`config.mk`:
```
export PLATFORM = sky130hd
export DESIGN_NAME = windowed_average_led_level_meter_core
export DESIGN_NICKNAME = d
export VERILOG_FILES = /design/src/wal_pkg.sv /design/src/wal_sequencer.sv /design/src/wal_datapath.sv /design/src/windowed_average_led_level_meter_core.sv
export SDC_FILE = /design/constraint.sdc
export NUM_CORES = 2
export LEC_CHECK = 0
export BUFFER_PORTS_ARGS = -buffer_cell sky130_fd_sc_hd__buf_2
export CAP_MARGIN = 0
export CORE_AREA = 2 2 312 314
export CTS_CLUSTER_SIZE = 28
export DETAILED_ROUTE_END_ITERATION = 16
export DIE_AREA = 0 0 314 316
export GPL_TIMING_DRIVEN = 0
export PLACE_DENSITY = 0.76
export SLEW_MARGIN = 20
export SYNTH_ARGS = -nofsm -noshare
export SYNTH_HDL_FRONTEND = slang
export SYNTH_SLANG_ARGS = --single-unit
```
`constraint.sdc`:
```
create_clock -name clk -period 17 [get_ports clk]
set_input_delay 5.1 -clock clk [delete_from_list [all_inputs] [get_ports clk]]
set_output_delay 5.1 -clock clk [all_outputs]
set_load 0.005 [all_outputs]
```
`src/wal_pkg.sv`:
```
// ----------------------------------------------------------------------------
// wal_pkg: shared types and constants of the windowed average level meter
// Control word layout, sequencer status, field widths and the bar-graph bands.
// ----------------------------------------------------------------------------
`default_nettype none

package wal_pkg;

  localparam int SAMPLE_W = 12;
  localparam int AVG_W    = 12;
  localparam int LEVEL_W  = 4;
  localparam int CNT_W    = 4;   // counts quotient bits AVG_W-1 .. 0
  localparam int NUM_CH   = 2;
  localparam int BAR_W    = 10;  // average / 4
  localparam int NUM_EDGE = 10;

  // Upper edge of each bar-graph band; level = number of edges below v.
  localparam logic [BAR_W-1:0] LEVEL_EDGE [NUM_EDGE] = '{
    10'd50, 10'd150, 10'd207, 10'd309, 10'd411,
    10'd513, 10'd650, 10'd700, 10'd800, 10'd900
  };

  localparam int STEP_W = 2;
  typedef logic [STEP_W-1:0] wal_step_t;

  localparam wal_step_t STEP_TAKE   = 2'd0;
  localparam wal_step_t STEP_UPDATE = 2'd1;
  localparam wal_step_t STEP_DIV    = 2'd2;
  localparam wal_step_t STEP_EMIT   = 2'd3;

  typedef enum logic [1:0] {
    OP_TAKE,
    OP_UPDATE,
    OP_DIV,
    OP_EMIT
  } wal_op_t;

  typedef enum logic [1:0] {
    CND_NONE,
    CND_IN_IDLE,
    CND_BITS_LEFT,
    CND_OUT_BUSY
  } wal_cond_t;

  typedef struct packed {
    wal_op_t   op;
    wal_cond_t cond;
    wal_step_t target;
  } wal_ctrl_t;

  typedef struct packed {
    logic in_idle;
    logic bits_left;
    logic out_busy;
  } wal_status_t;

  function automatic logic [LEVEL_W-1:0] level_of(input logic [BAR_W-1:0] v);
    logic [LEVEL_W-1:0] n;
    n = '0;
    for (int i = 0; i < NUM_EDGE; i++) begin
      if (v > LEVEL_EDGE[i]) n = n + LEVEL_W'(1);
    end
    return n;
  endfunction

endpackage

`default_nettype wire

```
`src/wal_sequencer.sv`:
```
// ----------------------------------------------------------------------------
// wal_sequencer: step counter and control store
// Fetch one control word per step; jump to its target when its condition holds.
// ----------------------------------------------------------------------------
`default_nettype none

module wal_sequencer (
  input  wire logic                clk,
  input  wire logic                rst_n,
  input  wire wal_pkg::wal_status_t status,
  output wal_pkg::wal_ctrl_t       ctrl
);
  import wal_pkg::*;

  // Fall-through is step + 1 (wraps from the last step to the first).
  localparam wal_ctrl_t PROG [4] = '{
    '{op: OP_TAKE,   cond: CND_IN_IDLE,   target: STEP_TAKE},
    '{op: OP_UPDATE, cond: CND_NONE,      target: STEP_DIV},
    '{op: OP_DIV,    cond: CND_BITS_LEFT, target: STEP_DIV},
    '{op: OP_EMIT,   cond: CND_OUT_BUSY,  target: STEP_EMIT}
  };

  wal_step_t pc_r, pc_nxt;
  logic      jump;

  assign ctrl = PROG[pc_r];

  always_comb begin
    unique case (ctrl.cond)
      CND_NONE:      jump = 1'b0;
      CND_IN_IDLE:   jump = status.in_idle;
      CND_BITS_LEFT: jump = status.bits_left;
      CND_OUT_BUSY:  jump = status.out_busy;
      default:       jump = 1'b0;
    endcase
    pc_nxt = jump ? ctrl.target : pc_r + STEP_W'(1);
  end

  always_ff @(posedge clk) begin
    if (!rst_n) begin
      pc_r <= STEP_TAKE;
    end else begin
      pc_r <= pc_nxt;
    end
  end

endmodule

`default_nettype wire

```
`src/wal_datapath.sv`:
```
// ----------------------------------------------------------------------------
// wal_datapath: sample rings, running sums and restoring divider
// Update a channel's ring and sum, then divide by the fill count a bit a step.
// ----------------------------------------------------------------------------
`default_nettype none

module wal_datapath #(
  parameter int WINDOW = 40
) (
  input  wire logic                          clk,
  input  wire logic                          rst_n,
  input  wire wal_pkg::wal_ctrl_t            ctrl,
  input  wire logic                          take,
  input  wire logic                          in_channel,
  input  wire logic [wal_pkg::SAMPLE_W-1:0]  in_sample,
  output logic                               bits_left,
  output logic [wal_pkg::AVG_W-1:0]          average,
  output logic [wal_pkg::LEVEL_W-1:0]        led_level
);
  import wal_pkg::*;

  localparam int DEPTH  = NUM_CH * WINDOW;
  localparam int ADDR_W = $clog2(DEPTH);
  localparam int POS_W  = $clog2(WINDOW);
  localparam int FILL_W = $clog2(WINDOW + 1);
  localparam int SUM_W  = $clog2(WINDOW * ((1 << SAMPLE_W) - 1) + 1);

  logic [SAMPLE_W-1:0] mem [DEPTH];
  logic [SAMPLE_W-1:0] rd_data_r;

  logic                ch_r;
  logic [SAMPLE_W-1:0] smp_r;
  logic [ADDR_W-1:0]   addr_r;

  logic [SUM_W-1:0]  sum_r  [NUM_CH];
  logic [FILL_W-1:0] fill_r [NUM_CH];
  logic [POS_W-1:0]  pos_r  [NUM_CH];

  logic [SUM_W-1:0] rem_r, dsh_r;
  logic [AVG_W-1:0] quot_r;
  logic [CNT_W-1:0] cnt_r;

  logic [ADDR_W-1:0]   rd_addr;
  logic                full;
  logic [SAMPLE_W-1:0] old_smp;
  logic [SUM_W-1:0]    sum_nxt;
  logic [FILL_W-1:0]   fill_nxt;
  logic [POS_W-1:0]    pos_nxt;
  logic                ge;

  assign rd_addr = ADDR_W'(pos_r[in_channel])
                 + (in_channel ? ADDR_W'(WINDOW) : ADDR_W'(0));

  // A slot beyond the fill count was never written; its old sample is taken as zero.
  assign full     = (fill_r[ch_r] == FILL_W'(WINDOW));
  assign old_smp  = full ? rd_data_r : '0;
  assign sum_nxt  = sum_r[ch_r] - SUM_W'(old_smp) + SUM_W'(smp_r);
  assign fill_nxt = full ? fill_r[ch_r] : fill_r[ch_r] + FILL_W'(1);
  assign pos_nxt  = (pos_r[ch_r] == POS_W'(WINDOW - 1)) ? '0
                  : pos_r[ch_r] + POS_W'(1);

  assign ge        = (rem_r >= dsh_r);
  assign bits_left = (cnt_r != '0);
  assign average   = quot_r;
  assign led_level = level_of(quot_r[AVG_W-1 -: BAR_W]);

  // Ring memory: read at the accept step, write back at the update step.
  always_ff @(posedge clk) begin
    if (take) begin
      rd_data_r <= mem[rd_addr];
    end
    if (ctrl.op == OP_UPDATE) begin
      mem[addr_r] <= smp_r;
    end
  end

  always_ff @(posedge clk) begin
    if (!rst_n) begin
      for (int c = 0; c < NUM_CH; c++) begin
        sum_r[c]  <= '0;
        fill_r[c] <= '0;
        pos_r[c]  <= '0;
      end
      cnt_r <= '0;
    end else begin
      unique case (ctrl.op)
        OP_TAKE: begin
          if (take) begin
            ch_r   <= in_channel;
            smp_r  <= in_sample;
            addr_r <= rd_addr;
          end
        end
        OP_UPDATE: begin
          sum_r[ch_r]  <= sum_nxt;
          fill_r[ch_r] <= fill_nxt;
          pos_r[ch_r]  <= pos_nxt;
          rem_r        <= sum_nxt;
          dsh_r        <= SUM_W'(fill_nxt) << (AVG_W - 1);
          cnt_r        <= CNT_W'(AVG_W - 1);
        end
        OP_DIV: begin
          // One quotient bit per step; the quotient never exceeds AVG_W bits.
          if (ge) rem_r <= rem_r - dsh_r;
          dsh_r  <= dsh_r >> 1;
          quot_r <= {quot_r[AVG_W-2:0], ge};
          if (bits_left) cnt_r <= cnt_r - CNT_W'(1);
        end
        OP_EMIT: begin
        end
        default: begin
        end
      endcase
    end
  end

  a_fill_bound: assert property (@(posedge clk) disable iff (!rst_n)
    (fill_r[0] <= FILL_W'(WINDOW)) && (fill_r[1] <= FILL_W'(WINDOW)))
    else $error("fill count beyond window");

  a_pos_tracks_fill0: assert property (@(posedge clk) disable iff (!rst_n)
    (fill_r[0] != FILL_W'(WINDOW)) |-> (FILL_W'(pos_r[0]) == fill_r[0]))
    else $error("channel 0 write position out of step with fill count");

  a_pos_tracks_fill1: assert property (@(posedge clk) disable iff (!rst_n)
    (fill_r[1] != FILL_W'(WINDOW)) |-> (FILL_W'(pos_r[1]) == fill_r[1]))
    else $error("channel 1 write position out of step with fill count");

  a_div_done: assert property (@(posedge clk) disable iff (!rst_n)
    (ctrl.op == OP_EMIT) |-> (cnt_r == '0))
    else $error("emit before divide finished");

endmodule

`default_nettype wire

```
`src/windowed_average_led_level_meter_core.sv`:
```
// ----------------------------------------------------------------------------
// windowed_average_led_level_meter_core: two-channel moving average meter
// Average each channel's last WINDOW samples and decode a bar-graph level.
// ----------------------------------------------------------------------------
// Each input word carries a 12-bit sample and its channel (potentiometer or
// light sensor). The block writes it into that channel's ring of the last
// WINDOW samples and returns one word: the truncated mean of the ring (sum
// divided by the number of samples seen, up to WINDOW) and a bar-graph level
// 0..10 taken from mean/4. A sample passes these steps from accept to result:
// one accept step that reads the outgoing ring slot, one step that updates the
// running sum, twelve steps of the shared restoring divider (one quotient bit
// each), and one step that loads the output register. The block takes a new
// word only in its accept step, so it finishes one word before taking the next;
// a result waiting in the output register does not block the next accept, only
// the next load. Rings need no clearing pass after reset: slots past the fill
// count are taken as zero.
`default_nettype none

module windowed_average_led_level_meter_core #(
  parameter int WINDOW = 40
) (
  input  wire logic        clk,
  input  wire logic        rst_n,
  input  wire logic        in_tvalid,
  output logic             in_tready,
  input  wire logic [15:0] in_tdata,   // [11:0] sample, [15:12] zero
  input  wire logic        in_tuser,   // [0] channel
  output logic             out_tvalid,
  input  wire logic        out_tready,
  output logic [15:0]      out_tdata   // [11:0] average, [15:12] led_level
);
  import wal_pkg::*;

  wal_ctrl_t   ctrl;
  wal_status_t status;

  logic               bits_left;
  logic [AVG_W-1:0]   average;
  logic [LEVEL_W-1:0] led_level;

  logic               out_valid_r;
  logic [AVG_W-1:0]   out_avg_r;
  logic [LEVEL_W-1:0] out_level_r;
  logic               take;
  logic               load;

  // Accept only in the sequencer's accept step.
  assign in_tready = (ctrl.op == OP_TAKE);
  assign take      = in_tready && in_tvalid;

  // Hold the emit step while the previous result is still unread.
  assign status.in_idle   = !in_tvalid;
  assign status.bits_left = bits_left;
  assign status.out_busy  = out_valid_r && !out_tready;

  assign load = (ctrl.op == OP_EMIT) && !status.out_busy;

  wal_sequencer u_seq (
    .clk    (clk),
    .rst_n  (rst_n),
    .status (status),
    .ctrl   (ctrl)
  );

  wal_datapath #(
    .WINDOW (WINDOW)
  ) u_dp (
    .clk        (clk),
    .rst_n      (rst_n),
    .ctrl       (ctrl),
    .take       (take),
    .in_channel (in_tuser),
    .in_sample  (in_tdata[SAMPLE_W-1:0]),
    .bits_left  (bits_left),
    .average    (average),
    .led_level  (led_level)
  );

  // Output register: load on emit, drop valid once the word is taken.
  always_ff @(posedge clk) begin
    if (!rst_n) begin
      out_valid_r <= 1'b0;
    end else begin
      if (load) begin
        out_valid_r <= 1'b1;
        out_avg_r   <= average;
        out_level_r <= led_level;
      end else if (out_tready) begin
        out_valid_r <= 1'b0;
      end
    end
  end

  assign out_tvalid = out_valid_r;
  assign out_tdata  = {out_level_r, out_avg_r};

endmodule

`default_nettype wire
```
==> impl_metrics.csv <==
group,metric,value,unit
power,p_sw_share,29.5,%
global_routing,track_usage,25.4,%
synth,synthTopCellsByArea,"edfxtp_1 70%, nand2_1 8.2%, nand3_1 5.3%",
power,clkPwrFrac,32.9,%
layout,final_nets,4114,
global_routing,grt_pass1_vias,31200,
synth,synth-seq-cells,1123,
sta,setup_viol_count_final,0,
synth,netlist_area,47600,um^2
place,io_buffers,33,
layout,fin_util,56.2,%
min_path,hp-class,"flop to flop",
cts,htreeDepth,3,
drt,wl,127000,um
cts,numCtsBuffers,108,
place,hpwl,87600,um
worst_setup_path,required,17.43,ns
power,p_int,4.95,mW
synth,synth_fa_ha_area_share,1.99,%
sta,drv_slew,0,
cts,cts_tree,"built",
synth,synthSimpleGateAreaFrac,17.1,%
synth,synthMuxAreaShare,1.57,%
synth,yosysSeqAreaShare,70.6,%
sta,finClkSkew,0.0552,ns
drt,wire_per_inst,23.6,um
synth,synth_compound_area_share,5.28,%
layout,multiInputGateArea,13000,um^2
cts,hold_buffers,0,
synth,syn_inst,3821,
synth,synth_top_cell_area_share,70.3,%
die,die_area,99200,um^2
cts,cts-root-buf,"clkbuf_16",
drt,via_per_inst,6.01,
worst_setup_path,worstSetupEndpointType,"flop",
sta,slew_headroom,23.1,%
layout,area_growth,13.2,%
global_routing,grt_first_pass_wirelength,190000,um
drt,num_vias,32400,
power,p_comb_share,21.0,%
sta,finalSetupTns,0,ns
worst_setup_path,crit_fanout,10,
power,peakVddDrop,98.1,uV
worst_setup_path,critPathKind,"input pin to flop",
sta,worstMarginPinSlew,1.15,ns
cts,clk_latency,0.70,ns
global_routing,grt-ovfl-total,0,
worst_setup_path,start_kind,"input pin",
cts,clock_path_buffers,3,
worst_setup_path,reg2reg_slack,10.86,ns
place,gp_congestion,0.956,
synth,syn_nets,3910,
worst_setup_path,arrival,9.57,ns
layout,ff_latch_area,33600,um^2
power,total_power,7.02,mW
global_routing,antenna_found_initial,2,
cts,ctsResizeCount,0,
power,pwr-share-seq,46.1,%
die,die_y,316,um
place,pre_cts_ws,7.32,ns
sta,period_needed,9.15,ns
die,dieWidth,314,um
synth,synth_top_family_by_area,"simple AND/OR/NAND/NOR gates",
drt,drt_iter0_drc,4631,
synth,syn_avg_cell_area,12.5,um^2
drt,firstDrtPassIters,6,
synth,synth.distinct_cells,70,
power,leakage,18.7,nW
synth,postSynth.asyncResetShare,0,%
sta,final-hold-violation-count,0,
synth,synth_top_flop_cell,"edfxtp_1",
layout,finalInstanceArea,53900,um^2
place,postPlaceCellArea,50500,um^2
die,initial_core_util,49.6,%
synth,yosysWarnings,0,
sta,finalCritPeriodShare,53.8,%
synth,synth_top_cell_by_area,"edfxtp_1",
layout,drive_gt1_share,8.80,%
power,p_sw,2.07,mW
job,maxCapViolations,0,
layout,diodes,0,
layout,fill_cells,7419,
die,design.portCount,39,
cts,cts_setup_buffers,0,
sta,worst_slack,7.85,ns
cts,cts_sinks,1123,
drt,drcViolationCount,0,
synth,synth_xor_area_share,1.01,%
power,p_per_area,130,nW/um^2
synth,synth_edf_count,1115,
sta,clock.fmax,109,MHz
die,rows,114,
global_routing,grt_max_degree,31,
drt,antenna_left,0,
die,fp.coreArea,96000,um^2
sta,rsz0062_at_grt,"false",
run_status,status,"finished clean",
cts,path_clk_slew,0.06,ns
worst max-delay path, cell delays in order:
cell      delay [ns]
buf_2           0.14
buf_2           0.25
mux2i_2         0.77
clkbuf_1        0.79
clkbuf_1        0.50
nand3_1         0.13
a311oi_1        0.85
a31oi_1         0.20
mux4_2          0.58
a21o_1          0.25
cells in the final DEF, fill, tap and decap left out, types with 22 or more instances in the layout:
| cell | netlist | layout |
|---|---|---|
| a21o_1 | 22 | 22 |
| a21oi_1 | 25 | 25 |
| a311oi_1 | 134 | 134 |
| a31oi_1 | 64 | 63 |
| and3_1 | 64 | 63 |
| buf_1 | 36 | 36 |
| buf_2 | 27 | 60 |
| buf_8 | 0 | 45 |
| clkbuf_1 | 166 | 195 |
| clkbuf_16 | 0 | 108 |
| clkinv_1 | 1 | 27 |
| edfxtp_1 | 1115 | 1115 |
| ha_1 | 55 | 55 |
| inv_1 | 65 | 65 |
| mux2_2 | 22 | 22 |
| mux2i_1 | 23 | 22 |
| nand2_1 | 1036 | 1034 |
| nand3_1 | 506 | 506 |
| nor2_1 | 189 | 153 |
| nor2_2 | 0 | 36 |
| o21ai_0 | 36 | 36 |
| xnor2_1 | 30 | 30 |
cell families (layout without fill, tap and decap cells):
kind of cell / Yosys count / in the layout
AOI/OAI and AO/OA: 335 / 335
buffers and inverters: 298 / 589
adders and majority gates: 68 / 68
muxes: 57 / 57
and+or+nand+nor: 1890 / 1890
DFF: 1123 / 1123
xor gates and xnor gates: 50 / 50
power groups by stage:
stage	clock network, mW	logic (mW)	registers [mW]
2_1_floorplan	0	0.897	3.31
3_3_place_gp	0	1.27	3.38
3_5_place_dp	0	1.43	3.30
4_1_cts	2.31	1.45	3.24
5_1_grt	2.42	1.59	3.25
6_report	2.31	1.47	3.24
sequential cells by signal, indices dropped and copies added (netlist names), named ones only:
name            count
out_avg_r          12
out_level_r         4
out_tvalid          1
u_dp.addr_r         7
u_dp.average       12
u_dp.ch_r           1
u_dp.cnt_r          4
u_dp.dsh_r         17
u_dp.fill_r        12
u_dp.mem          960
u_dp.pos_r         12
u_dp.rd_data_r     12
u_dp.rem_r         18
u_dp.smp_r         12
u_dp.sum_r         36
u_seq.pc_r          2
metrics by stage:
step | instances | hold slack, ns
after detailed placement | 5191 | 0.433
after floorplan | 3821 | 0.421
after global placement | 5130 | 0.429
after global routing | 5388 | 0.464
final | 5388 | 0.431
after CTS | 5388 | 0.440
path summary, 6_finish.rpt:
path                                                     end  cells after the start                        from
worst min-delay path                 out_avg_r[11]$_DFFE_PP_                      0  u_dp.average[11]$_DFFE_PP_
worst max-delay path            u_dp.rd_data_r[10]$_DFFE_PP_                     10                    in_tuser
worst min register to register       out_avg_r[11]$_DFFE_PP_                      0  u_dp.average[11]$_DFFE_PP_
worst max register to register      out_level_r[1]$_DFFE_PP_                     24   u_dp.average[7]$_DFFE_PP_
synth_stat cells (all sizes together), types with 22 or more instances:
cell	n
a21o	22
a21oi	25
a311oi	134
a31oi	65
and3	64
buf	65
clkbuf	166
edfxtp	1115
ha	55
inv	66
mux2	22
mux2i	23
nand2	1038
nand3	506
nor2	189
o21ai	37
xnor2	33
metal layers:
layer  up-vias  wire, um  GRT usage (%)
li1      14400         -              -
met1     15800     48000           33.3
met2      1879     60200           41.3
met3       351     11900           4.14
met4         4      6940           13.0
met5         -        22              0
area by class of cell:
class,instances,share of cell area (%)
Sequential cell,1123,62.4
Multi-Input combinational cell,2400,24.0
Clock buffer,138,5.24
Tap cell,1276,2.96
Timing Repair Buffer,94,2.24
Buffer,231,1.69
Clock inverter,59,0.981
Inverter,67,0.466
Power figures use the tool's default switching activity.
